## config.mk

```make
export PLATFORM = sky130hd
export DESIGN_NAME = point_cloud_xyz_extractor_core
export DESIGN_NICKNAME = d
export VERILOG_FILES = /design/src/sv/pcx_pkg.sv /design/src/sv/pcx_front.sv /design/src/sv/pcx_queue.sv /design/src/sv/pcx_back.sv /design/src/sv/point_cloud_xyz_extractor_core.sv
export VERILOG_INCLUDE_DIRS = /design/src /design/src/sv
export SDC_FILE = /design/constraint.sdc
export NUM_CORES = 2
export LEC_CHECK = 0
export BUFFER_PORTS_ARGS = -buffer_cell sky130_fd_sc_hd__buf_2
export CAP_MARGIN = 20
export CORE_MARGIN = 2
export CORE_UTILIZATION = 50
export CTS_BUF_LIST = sky130_fd_sc_hd__clkbuf_4
export DETAILED_ROUTE_END_ITERATION = 6
export GPL_ROUTABILITY_DRIVEN = 0
export PLACE_DENSITY_LB_ADDON = 0.05
export SKIP_CTS_REPAIR_TIMING = 1
export SLEW_MARGIN = 20
export SYNTH_ARGS = -nofsm -noshare
export SYNTH_HDL_FRONTEND = slang
export SYNTH_SLANG_ARGS = --single-unit
```

## constraint.sdc

```tcl
create_clock -name clk -period 7.9 [get_ports clk]
set_input_delay 0.395 -clock clk [delete_from_list [all_inputs] [get_ports clk]]
set_output_delay 0.395 -clock clk [all_outputs]
set_load 0.03 [all_outputs]
```

## src/sv/point_cloud_xyz_extractor_core_macros.svh

```systemverilog
// Assertion macros shared by the point cloud xyz extractor RTL.
`ifndef POINT_CLOUD_XYZ_EXTRACTOR_CORE_MACROS_SVH
`define POINT_CLOUD_XYZ_EXTRACTOR_CORE_MACROS_SVH

// Same-cycle implication, checked only while out of reset.
`define PCX_ASSERT_IMPLY(label, clk_s, rstn_s, ante, cons, msg) \
	label: assert property (@(posedge clk_s) disable iff (!rstn_s) (ante) |-> (cons)) \
		else $error(msg);

// Next-cycle implication, checked only while out of reset.
`define PCX_ASSERT_NEXT(label, clk_s, rstn_s, ante, cons, msg) \
	label: assert property (@(posedge clk_s) disable iff (!rstn_s) (ante) |=> (cons)) \
		else $error(msg);

`endif

```

## src/sv/pcx_pkg.sv

```systemverilog
// Shared types and constants of the point cloud xyz extractor.
`default_nettype none
package pcx_pkg;

	localparam int MAX_DATA_BYTES  = 16777216;
	localparam int MAX_POINT_BYTES = 256;
	localparam int DATA_CNT_W      = $clog2(MAX_DATA_BYTES + 2);
	localparam int QUEUE_DEPTH     = 4;
	localparam int QUEUE_AW        = $clog2(QUEUE_DEPTH);
	localparam int CFG_IDX_W       = 3;
	localparam int CFG_DATA_W      = 24;

	typedef enum logic [1:0] {
		ST_RUNNING,
		ST_OK,
		ST_BAD_LAYOUT,
		ST_LEN_MISMATCH
	} status_t;

	typedef enum logic [CFG_IDX_W-1:0] {
		CFG_X_OFFSET,
		CFG_Y_OFFSET,
		CFG_Z_OFFSET,
		CFG_POINT_BYTES,
		CFG_ROW_BYTES,
		CFG_POINTS_PER_ROW,
		CFG_ROW_COUNT,
		CFG_DATA_LENGTH
	} cfg_idx_t;

	typedef struct packed {
		logic [7:0]  x_offset;
		logic [7:0]  y_offset;
		logic [7:0]  z_offset;
		logic [7:0]  point_bytes;
		logic [23:0] row_bytes;
		logic [15:0] points_per_row;
		logic [15:0] row_count;
		logic [23:0] data_length;
	} cfg_t;

	typedef struct packed {
		logic       hit;
		logic [1:0] sel;
	} lane_t;

	typedef struct packed {
		logic [7:0] data;
		lane_t      x_lane;
		lane_t      y_lane;
		lane_t      z_lane;
		logic       pt_end;
		logic       last;
		status_t    status;
	} entry_t;

endpackage
`default_nettype wire

```

## src/sv/pcx_front.sv

```systemverilog
// Front end: accepts data bytes, tracks the position in the cloud and classifies each byte.
`default_nettype none
module pcx_front (
	input  wire               clk,
	input  wire               arst_n,
	input  pcx_pkg::cfg_t     cfg,
	input  wire               cfg_we,
	input  wire               s_tvalid,
	output logic              s_tready,
	input  wire  [7:0]        s_tdata,
	input  wire               s_tlast,
	input  wire               q_full,
	output logic              push,
	output pcx_pkg::entry_t   push_entry
);
	import pcx_pkg::*;

	logic [7:0]            bip_q, bip_nx, bip_inc;
	logic [15:0]           pir_q, pir_nx;
	logic [23:0]           bir_q, bir_nx, bir_inc;
	logic [15:0]           rows_q, rows_nx;
	logic [DATA_CNT_W-1:0] seen_q, seen_nx;
	logic                  ok_q, cfg_pend_q;
	logic                  layout_ok, active, in_pts, pt_end, row_end, mismatch;
	logic [23:0]           prod_pr;
	logic [39:0]           prod_rc;

	function automatic lane_t lane_of(logic [7:0] pos, logic [7:0] off);
		lane_t      l;
		logic [7:0] diff;
		diff  = pos - off;
		l.hit = (pos >= off) && (diff <= 8'd3);
		l.sel = diff[1:0];
		return l;
	endfunction

	always_comb begin
		prod_pr   = 24'(cfg.point_bytes) * 24'(cfg.points_per_row);
		prod_rc   = 40'(cfg.row_bytes) * 40'(cfg.row_count);
		layout_ok = (cfg.point_bytes != 8'd0)
			&& (32'(cfg.point_bytes) <= MAX_POINT_BYTES)
			&& ({1'b0, cfg.x_offset} + 9'd4 <= {1'b0, cfg.point_bytes})
			&& ({1'b0, cfg.y_offset} + 9'd4 <= {1'b0, cfg.point_bytes})
			&& ({1'b0, cfg.z_offset} + 9'd4 <= {1'b0, cfg.point_bytes})
			&& (prod_pr <= cfg.row_bytes)
			&& (prod_rc <= 40'(cfg.data_length));
	end

	// The layout check is registered, so input is held off for one cycle after a write.
	always_ff @(posedge clk or negedge arst_n) begin
		if (!arst_n) begin
			ok_q       <= 1'b0;
			cfg_pend_q <= 1'b1;
		end else begin
			ok_q       <= layout_ok;
			cfg_pend_q <= cfg_we;
		end
	end

	assign s_tready = !q_full && !cfg_pend_q;
	assign push     = s_tvalid && s_tready;

	always_comb begin
		seen_nx  = (seen_q <= DATA_CNT_W'(MAX_DATA_BYTES)) ? seen_q + 1'b1 : seen_q;
		active   = ok_q && (cfg.row_bytes != 24'd0) && (rows_q < cfg.row_count);
		in_pts   = pir_q < cfg.points_per_row;
		bip_inc  = bip_q + 8'd1;
		bir_inc  = bir_q + 24'd1;
		pt_end   = active && in_pts && (bip_inc >= cfg.point_bytes);
		row_end  = active && (bir_inc >= cfg.row_bytes);
		mismatch = (32'(cfg.data_length) > MAX_DATA_BYTES)
			|| (seen_nx != DATA_CNT_W'(cfg.data_length));

		push_entry.data   = s_tdata;
		push_entry.pt_end = pt_end;
		push_entry.last   = s_tlast;
		if (active && in_pts) begin
			push_entry.x_lane = lane_of(bip_q, cfg.x_offset);
			push_entry.y_lane = lane_of(bip_q, cfg.y_offset);
			push_entry.z_lane = lane_of(bip_q, cfg.z_offset);
		end else begin
			push_entry.x_lane = '0;
			push_entry.y_lane = '0;
			push_entry.z_lane = '0;
		end
		if (!s_tlast) begin
			push_entry.status = ST_RUNNING;
		end else if (mismatch) begin
			push_entry.status = ST_LEN_MISMATCH;
		end else if (!ok_q) begin
			push_entry.status = ST_BAD_LAYOUT;
		end else begin
			push_entry.status = ST_OK;
		end

		bip_nx  = bip_q;
		pir_nx  = pir_q;
		bir_nx  = bir_q;
		rows_nx = rows_q;
		if (active) begin
			if (in_pts) begin
				bip_nx = pt_end ? 8'd0 : bip_inc;
				pir_nx = pt_end ? pir_q + 16'd1 : pir_q;
			end
			bir_nx = row_end ? 24'd0 : bir_inc;
			if (row_end) begin
				pir_nx  = 16'd0;
				bip_nx  = 8'd0;
				rows_nx = rows_q + 16'd1;
			end
		end
	end

	always_ff @(posedge clk or negedge arst_n) begin
		if (!arst_n) begin
			bip_q  <= '0;
			pir_q  <= '0;
			bir_q  <= '0;
			rows_q <= '0;
			seen_q <= '0;
		end else if (push) begin
			if (s_tlast) begin
				bip_q  <= '0;
				pir_q  <= '0;
				bir_q  <= '0;
				rows_q <= '0;
				seen_q <= '0;
			end else begin
				bip_q  <= bip_nx;
				pir_q  <= pir_nx;
				bir_q  <= bir_nx;
				rows_q <= rows_nx;
				seen_q <= seen_nx;
			end
		end
	end

endmodule
`default_nettype wire

```

## src/sv/pcx_queue.sv

```systemverilog
// Short queue of classified bytes between the front end and the back end.
`default_nettype none
module pcx_queue (
	input  wire               clk,
	input  wire               arst_n,
	input  wire               push,
	input  pcx_pkg::entry_t   push_entry,
	input  wire               pop,
	output pcx_pkg::entry_t   head,
	output logic              head_valid,
	output logic              full
);
	import pcx_pkg::*;

	entry_t              slots_q [QUEUE_DEPTH];
	logic [QUEUE_AW-1:0] wr_q, rd_q;
	logic [QUEUE_AW:0]   cnt_q;

	assign head       = slots_q[rd_q];
	assign head_valid = cnt_q != '0;
	assign full       = cnt_q == (QUEUE_AW+1)'(QUEUE_DEPTH);

	always_ff @(posedge clk) begin
		if (push) begin
			slots_q[wr_q] <= push_entry;
		end
	end

	always_ff @(posedge clk or negedge arst_n) begin
		if (!arst_n) begin
			wr_q  <= '0;
			rd_q  <= '0;
			cnt_q <= '0;
		end else begin
			if (push) begin
				wr_q <= (wr_q == QUEUE_AW'(QUEUE_DEPTH - 1)) ? '0 : wr_q + 1'b1;
			end
			if (pop) begin
				rd_q <= (rd_q == QUEUE_AW'(QUEUE_DEPTH - 1)) ? '0 : rd_q + 1'b1;
			end
			case ({push, pop})
				2'b10:   cnt_q <= cnt_q + 1'b1;
				2'b01:   cnt_q <= cnt_q - 1'b1;
				default: cnt_q <= cnt_q;
			endcase
		end
	end

endmodule
`default_nettype wire

```

## src/sv/pcx_back.sv

```systemverilog
// Back end: assembles the xyz words, checks them for finiteness and drives the result register.
`default_nettype none
`include "point_cloud_xyz_extractor_core_macros.svh"
module pcx_back (
	input  wire               clk,
	input  wire               arst_n,
	input  pcx_pkg::entry_t   head,
	input  wire               head_valid,
	output logic              pop,
	output logic              m_tvalid,
	input  wire               m_tready,
	output logic [95:0]       m_tdata,
	output logic              m_tlast,
	output logic [7:0]        m_tuser
);
	import pcx_pkg::*;

	logic [31:0] x_q, y_q, z_q;
	logic [31:0] x_nx, y_nx, z_nx;
	logic        has_pt, emit;

	function automatic logic [31:0] put_lane(logic [31:0] w, lane_t l, logic [7:0] b);
		logic [31:0] r;
		r = w;
		if (l.hit) begin
			r[{l.sel, 3'b000} +: 8] = b;
		end
		return r;
	endfunction

	function automatic logic finite32(logic [31:0] w);
		return w[30:23] != 8'hFF;
	endfunction

	always_comb begin
		x_nx   = put_lane(x_q, head.x_lane, head.data);
		y_nx   = put_lane(y_q, head.y_lane, head.data);
		z_nx   = put_lane(z_q, head.z_lane, head.data);
		has_pt = head.pt_end && finite32(x_nx) && finite32(y_nx) && finite32(z_nx);
		emit   = has_pt || head.last;
		pop    = head_valid && (!m_tvalid || m_tready);
	end

	always_ff @(posedge clk or negedge arst_n) begin
		if (!arst_n) begin
			x_q <= '0;
			y_q <= '0;
			z_q <= '0;
		end else if (pop) begin
			x_q <= head.last ? '0 : x_nx;
			y_q <= head.last ? '0 : y_nx;
			z_q <= head.last ? '0 : z_nx;
		end
	end

	always_ff @(posedge clk or negedge arst_n) begin
		if (!arst_n) begin
			m_tvalid <= 1'b0;
		end else if (pop && emit) begin
			m_tvalid <= 1'b1;
		end else if (m_tready) begin
			m_tvalid <= 1'b0;
		end
	end

	always_ff @(posedge clk) begin
		if (pop && emit) begin
			m_tdata <= has_pt ? {z_nx, y_nx, x_nx} : '0;
			m_tlast <= head.last;
			m_tuser <= {5'd0, head.status, has_pt};
		end
	end

	`PCX_ASSERT_IMPLY(a_empty_words, clk, arst_n, m_tvalid && !m_tuser[0], m_tdata == '0, "words set without a point")
	`PCX_ASSERT_IMPLY(a_status_done, clk, arst_n, m_tvalid && !m_tlast, m_tuser[2:1] == ST_RUNNING, "status before last byte")
	`PCX_ASSERT_IMPLY(a_useful, clk, arst_n, m_tvalid, m_tuser[0] || m_tlast, "empty result transfer")
	`PCX_ASSERT_NEXT(a_emit_shown, clk, arst_n, pop && emit, m_tvalid, "result lost")

endmodule
`default_nettype wire

```

## src/sv/point_cloud_xyz_extractor_core.sv

```systemverilog
// Top level of the point cloud xyz extractor: configuration registers and the front/back split.
//
// Channel  Dir  Signals                         Contents
// s        in   s_tvalid s_tready s_tdata s_tlast  data byte, last byte of the area
// m        out  m_tvalid m_tready m_tdata m_tlast  x/y/z words, closing result
//                m_tuser                           point flag and status
// cfg      in   cfg_we cfg_index cfg_data          register writes
//
// One byte transfer per cycle is sustained while the queue has room and no write settles.
// The front end updates the position counters in the cycle of the transfer, and the back
// end assembles the words from the queue head and loads the output register on its pop.
// s_tready drops for one cycle after each register write while the layout check settles.
// A four-entry queue lets the front keep taking bytes while a result waits on m_tready.
// Reset is asynchronous and needs no clearing pass.
`default_nettype none
module point_cloud_xyz_extractor_core (
	input  wire                               clk,
	input  wire                               arst_n,
	input  wire                               s_tvalid,
	output logic                              s_tready,
	input  wire  [7:0]                        s_tdata,   // [7:0] data_byte
	input  wire                               s_tlast,
	output logic                              m_tvalid,
	input  wire                               m_tready,
	output logic [95:0]                       m_tdata,   // [31:0] x, [63:32] y, [95:64] z
	output logic                              m_tlast,
	output logic [7:0]                        m_tuser,   // [0] has_point, [2:1] status
	input  wire                               cfg_we,
	input  wire  [pcx_pkg::CFG_IDX_W-1:0]     cfg_index,
	input  wire  [pcx_pkg::CFG_DATA_W-1:0]    cfg_data
);
	import pcx_pkg::*;

	cfg_t   cfg_q;
	entry_t push_entry, head;
	logic   push, pop, head_valid, q_full;

	always_ff @(posedge clk or negedge arst_n) begin
		if (!arst_n) begin
			cfg_q.x_offset       <= 8'd0;
			cfg_q.y_offset       <= 8'd4;
			cfg_q.z_offset       <= 8'd8;
			cfg_q.point_bytes    <= 8'd16;
			cfg_q.row_bytes      <= '0;
			cfg_q.points_per_row <= '0;
			cfg_q.row_count      <= '0;
			cfg_q.data_length    <= '0;
		end else if (cfg_we) begin
			case (cfg_idx_t'(cfg_index))
				CFG_X_OFFSET:       cfg_q.x_offset       <= cfg_data[7:0];
				CFG_Y_OFFSET:       cfg_q.y_offset       <= cfg_data[7:0];
				CFG_Z_OFFSET:       cfg_q.z_offset       <= cfg_data[7:0];
				CFG_POINT_BYTES:    cfg_q.point_bytes    <= cfg_data[7:0];
				CFG_ROW_BYTES:      cfg_q.row_bytes      <= cfg_data[23:0];
				CFG_POINTS_PER_ROW: cfg_q.points_per_row <= cfg_data[15:0];
				CFG_ROW_COUNT:      cfg_q.row_count      <= cfg_data[15:0];
				CFG_DATA_LENGTH:    cfg_q.data_length    <= cfg_data[23:0];
				default:            cfg_q                <= cfg_q;
			endcase
		end
	end

	pcx_front u_front (
		.clk        (clk),
		.arst_n     (arst_n),
		.cfg        (cfg_q),
		.cfg_we     (cfg_we),
		.s_tvalid   (s_tvalid),
		.s_tready   (s_tready),
		.s_tdata    (s_tdata),
		.s_tlast    (s_tlast),
		.q_full     (q_full),
		.push       (push),
		.push_entry (push_entry)
	);

	pcx_queue u_queue (
		.clk        (clk),
		.arst_n     (arst_n),
		.push       (push),
		.push_entry (push_entry),
		.pop        (pop),
		.head       (head),
		.head_valid (head_valid),
		.full       (q_full)
	);

	pcx_back u_back (
		.clk        (clk),
		.arst_n     (arst_n),
		.head       (head),
		.head_valid (head_valid),
		.pop        (pop),
		.m_tvalid   (m_tvalid),
		.m_tready   (m_tready),
		.m_tdata    (m_tdata),
		.m_tlast    (m_tlast),
		.m_tuser    (m_tuser)
	);

endmodule
`default_nettype wire

```

==> metrics.yaml <==
final_layout:
  fin_nets: 5470
  mostFrequentLayoutCells: "nand2_1, inv_1, nor2_1, fa_1, ha_1"
  final.fill_count: 7470
  drive_above_1_share_pct: 16.9
  area_growth_pct: 13.8
  final_common_cell: "nand2_1"
detailed_routing:
  drt-vias-per-instance: 5.55
  drc: 0
  wl_per_cell_um: 21.4
  drt-initial-drc-count: 2462
  first_pass_iters: 7
  drt_wl_total_um: 126000
  antenna_left: 0
  num_vias: 32600
critical_path:
  worst-path-max-fanout: 3
  critPathKind: "flop to flop"
  cp_common_cell: "fa_1"
  worstSetupEndpoint: "u_front.ok_q$_DFF_PN0_"
  slowest_stage: "fa_1"
  worstSetupStartpointType: "flop"
  required_ns: 8.83
  crit_start: "cfg_q[28]$_DFFE_PN0P_"
  r2r-start: "cfg_q[28]$_DFFE_PN0P_"
  critPathArrivalTime_ns: 9.00
  reg2reg_slack_ns: -0.17
  endpoint_kind: "flop"
  rr_worst_depth: 34
  worstReg2RegEnd: "u_front.ok_q$_DFF_PN0_"
  slowest_delay_ns: 0.54
clocking:
  clk_path_buf_depth: 3
  clock_latency_ns: 1.07
  htreeDepth: 4
  cts_root_buffer: "clkbuf_4"
  clock-sinks: 491
  cts.clk_slew.worst_paths_ns: 0.07
  cts_tree: "yes"
  cts_buffers: 137
floorplan:
  start_util_pct: 50.4
  die_w_um: 291
  row_count: 105
  die-area_sq_mm: 0.0850
  dieHeight_um: 291
  io_pins: 148
  core_area_sq_mm: 0.0820
logic_synthesis:
  avgSynthCellArea_sq_um: 9.61
  synth_edf_count: 184
  yosys_most_used_dff: "dfrtp_1"
  syn_inst: 4302
  ys_async_sr_fraction_pct: 62.5
  yosys.cell_types.count: 91
  yosysSeqAreaShare_pct: 32.0
  ys_ff_latch: 491
  ys_warn_count: 0
  syn_area_sq_mm: 0.0413
sta:
  hold_viol_final: 16
  layout_min_cycle_time_ns: 8.07
  finClkSkew_ns: 0.0829
  tightest_slew_ns: 1.12
  maxSlewViolCount: 0
  max_freq_mhz: 124
  worst_slack_ns: -0.171
  relSlewSlack_pct: 25.4
  rsz0062_at_grt: "true"
  fin_crit_sh_pct: 102
  setup_viol: 1
  hold_ws_ns: -0.0509
place:
  dp_hpwl_um: 95600
  port_buffers: 142
hold_path:
  hold_class: "primary input to asynchronous set/reset pin"
grt:
  overflow: 0
  track_usage_pct: 30.1
  antenna_found_initial: 13
  grt_max_degree: 117
  grt_pass1_vias: 33100
  grt_pass1_wl_um: 195000
flow_run:
  cap_violations: 0
status:
  status: "complete, but fails checks"
  violations: "hold timing, setup timing"
[cells by family after synthesis]
| group | after synthesis | share of synthesized area, % |
|---|---|---|
| compound gates | 693 | 10.4 |
| xor+xnor | 157 | 3.33 |
| fa+ha+maj | 736 | 29.4 |
| buf+inv | 780 | 7.26 |
| flops | 491 | 32.0 |
| mux | 91 | 3.05 |
| other cells | 1 | 0.00907 |
| simple gates | 1353 | 14.5 |
[worst max-delay path: cells and delay by family (launching register included)]
| family | cells | cell delay [ns] |
|---|---|---|
| AO/OA/AOI/OAI | 6 | 0.80 |
| XOR/XNOR | 1 | 0.09 |
| adder cells (fa/ha/maj) | 8 | 3.56 |
| flip-flops | 1 | 0.38 |
| AND/OR/NAND/NOR | 12 | 2.52 |
| buffers and inverters | 7 | 0.63 |
[sequential cells by signal, summed over array words and instances (netlist names)]
name	count
cfg_q	112
u_back.m_tdata	96
u_back.m_tlast	1
u_back.m_tuser	3
u_back.m_tvalid	1
u_back.x_q	32
u_back.y_q	32
u_back.z_q	32
u_front.bip_q	8
u_front.bir_q	24
u_front.cfg_pend_q	1
u_front.ok_q	1
u_front.pir_q	16
u_front.rows_q	16
u_front.seen_q	25
u_queue.cnt_q	3
u_queue.rd_q	2
u_queue.slots_q	84
u_queue.wr_q	2
[area by class of cell]
cell class | count | area, sq um | share of cell area (%)
inverter | 590 | 2230 | 4.74
clock buffer | 222 | 1670 | 3.54
antenna | 7 | 17.5 | 0.0372
multi-input combinational | 3035 | 25300 | 53.8
sequential | 491 | 13200 | 28.1
clock inverter | 26 | 168 | 0.356
tap | 1070 | 1340 | 2.85
timing repair buffer | 438 | 3090 | 6.56
[synth_stat cells, types with 12 or more instances]
cell        n  area (sq um)
xor2_1     47           412
a31oi_1    21           131
o31ai_1    15           113
nor4_1     23           144
nor2b_1    15          93.8
nand2b_1   25           156
a21oi_1   108           541
ha_1      342          4280
mux2_2     68           766
or3_1      21           131
nor3_1     47           235
fa_1      394          7890
and3_1     37           231
o211ai_1   13          97.6
dfrtp_1   303          7580
nand2_1   578          2170
edfxtp_1  184          5530
a22oi_1    99           743
a211oi_1   16           120
nor2_1    395          1480
xnor2_1   110           963
clkinv_1   18          67.6
a21o_1     45           338
mux4_2     21           473
nand3_1    83           415
nand4_1    42           263
inv_1     571          2140
and2_1     36           225
clkbuf_1  139           522
buf_4      12          90.1
buf_1      26          97.6
o21ai_0   278          1390
o21a_1     21           158
[per-stage QoR]
| stage | util, % | instance area (sq um) | worst slack [ns] | TNS (ns) | cells |
|---|---|---|---|---|---|
| 6_report | 57.4 | 47000 | -0.171 | -0.171 | 5879 |
| 5_1_grt | 57.4 | 47000 | -0.545 | -0.545 | 5876 |
| 4_1_cts | 56.6 | 46400 | -0.566 | -0.566 | 5823 |
| 3_5_place_dp | 54.4 | 44600 | -0.537 | -0.537 | 5575 |
| 3_3_place_gp | 54.3 | 44500 | -0.392 | -0.392 | 5574 |
| 2_1_floorplan | - | 41500 | 0.0248 | 0 | 4306 |
[worst min path at each step]
stage	slack (ns)	depth (start not counted)	end
6_report	-0.05	2	u_front.seen_q[9]$_DFFE_PN0P_
5_1_grt	-0.003	2	u_front.seen_q[9]$_DFFE_PN0P_
4_1_cts	-0.67	1	u_front.seen_q[9]$_DFFE_PN0P_
3_5_place_dp	0.47	2	u_back.x_q[11]$_DFFE_PN0P_
2_1_floorplan	0.1	0	cfg_q[0]$_DFFE_PN0P_
3_3_place_gp	0.46	2	u_back.y_q[23]$_DFFE_PN0P_
[metal layers]
metal	vias to the layer above	track usage (%)	part of all wire (%)
met3	284	6.20	7.5
li1	15100	-	-
met5	-	0	0.048
met1	16100	40.9	43
met2	1151	47.5	46
met4	10	11.8	4.0
Power is not shown: default switching activity piles up to over one toggle a cycle in this logic, so the estimate is an artifact.
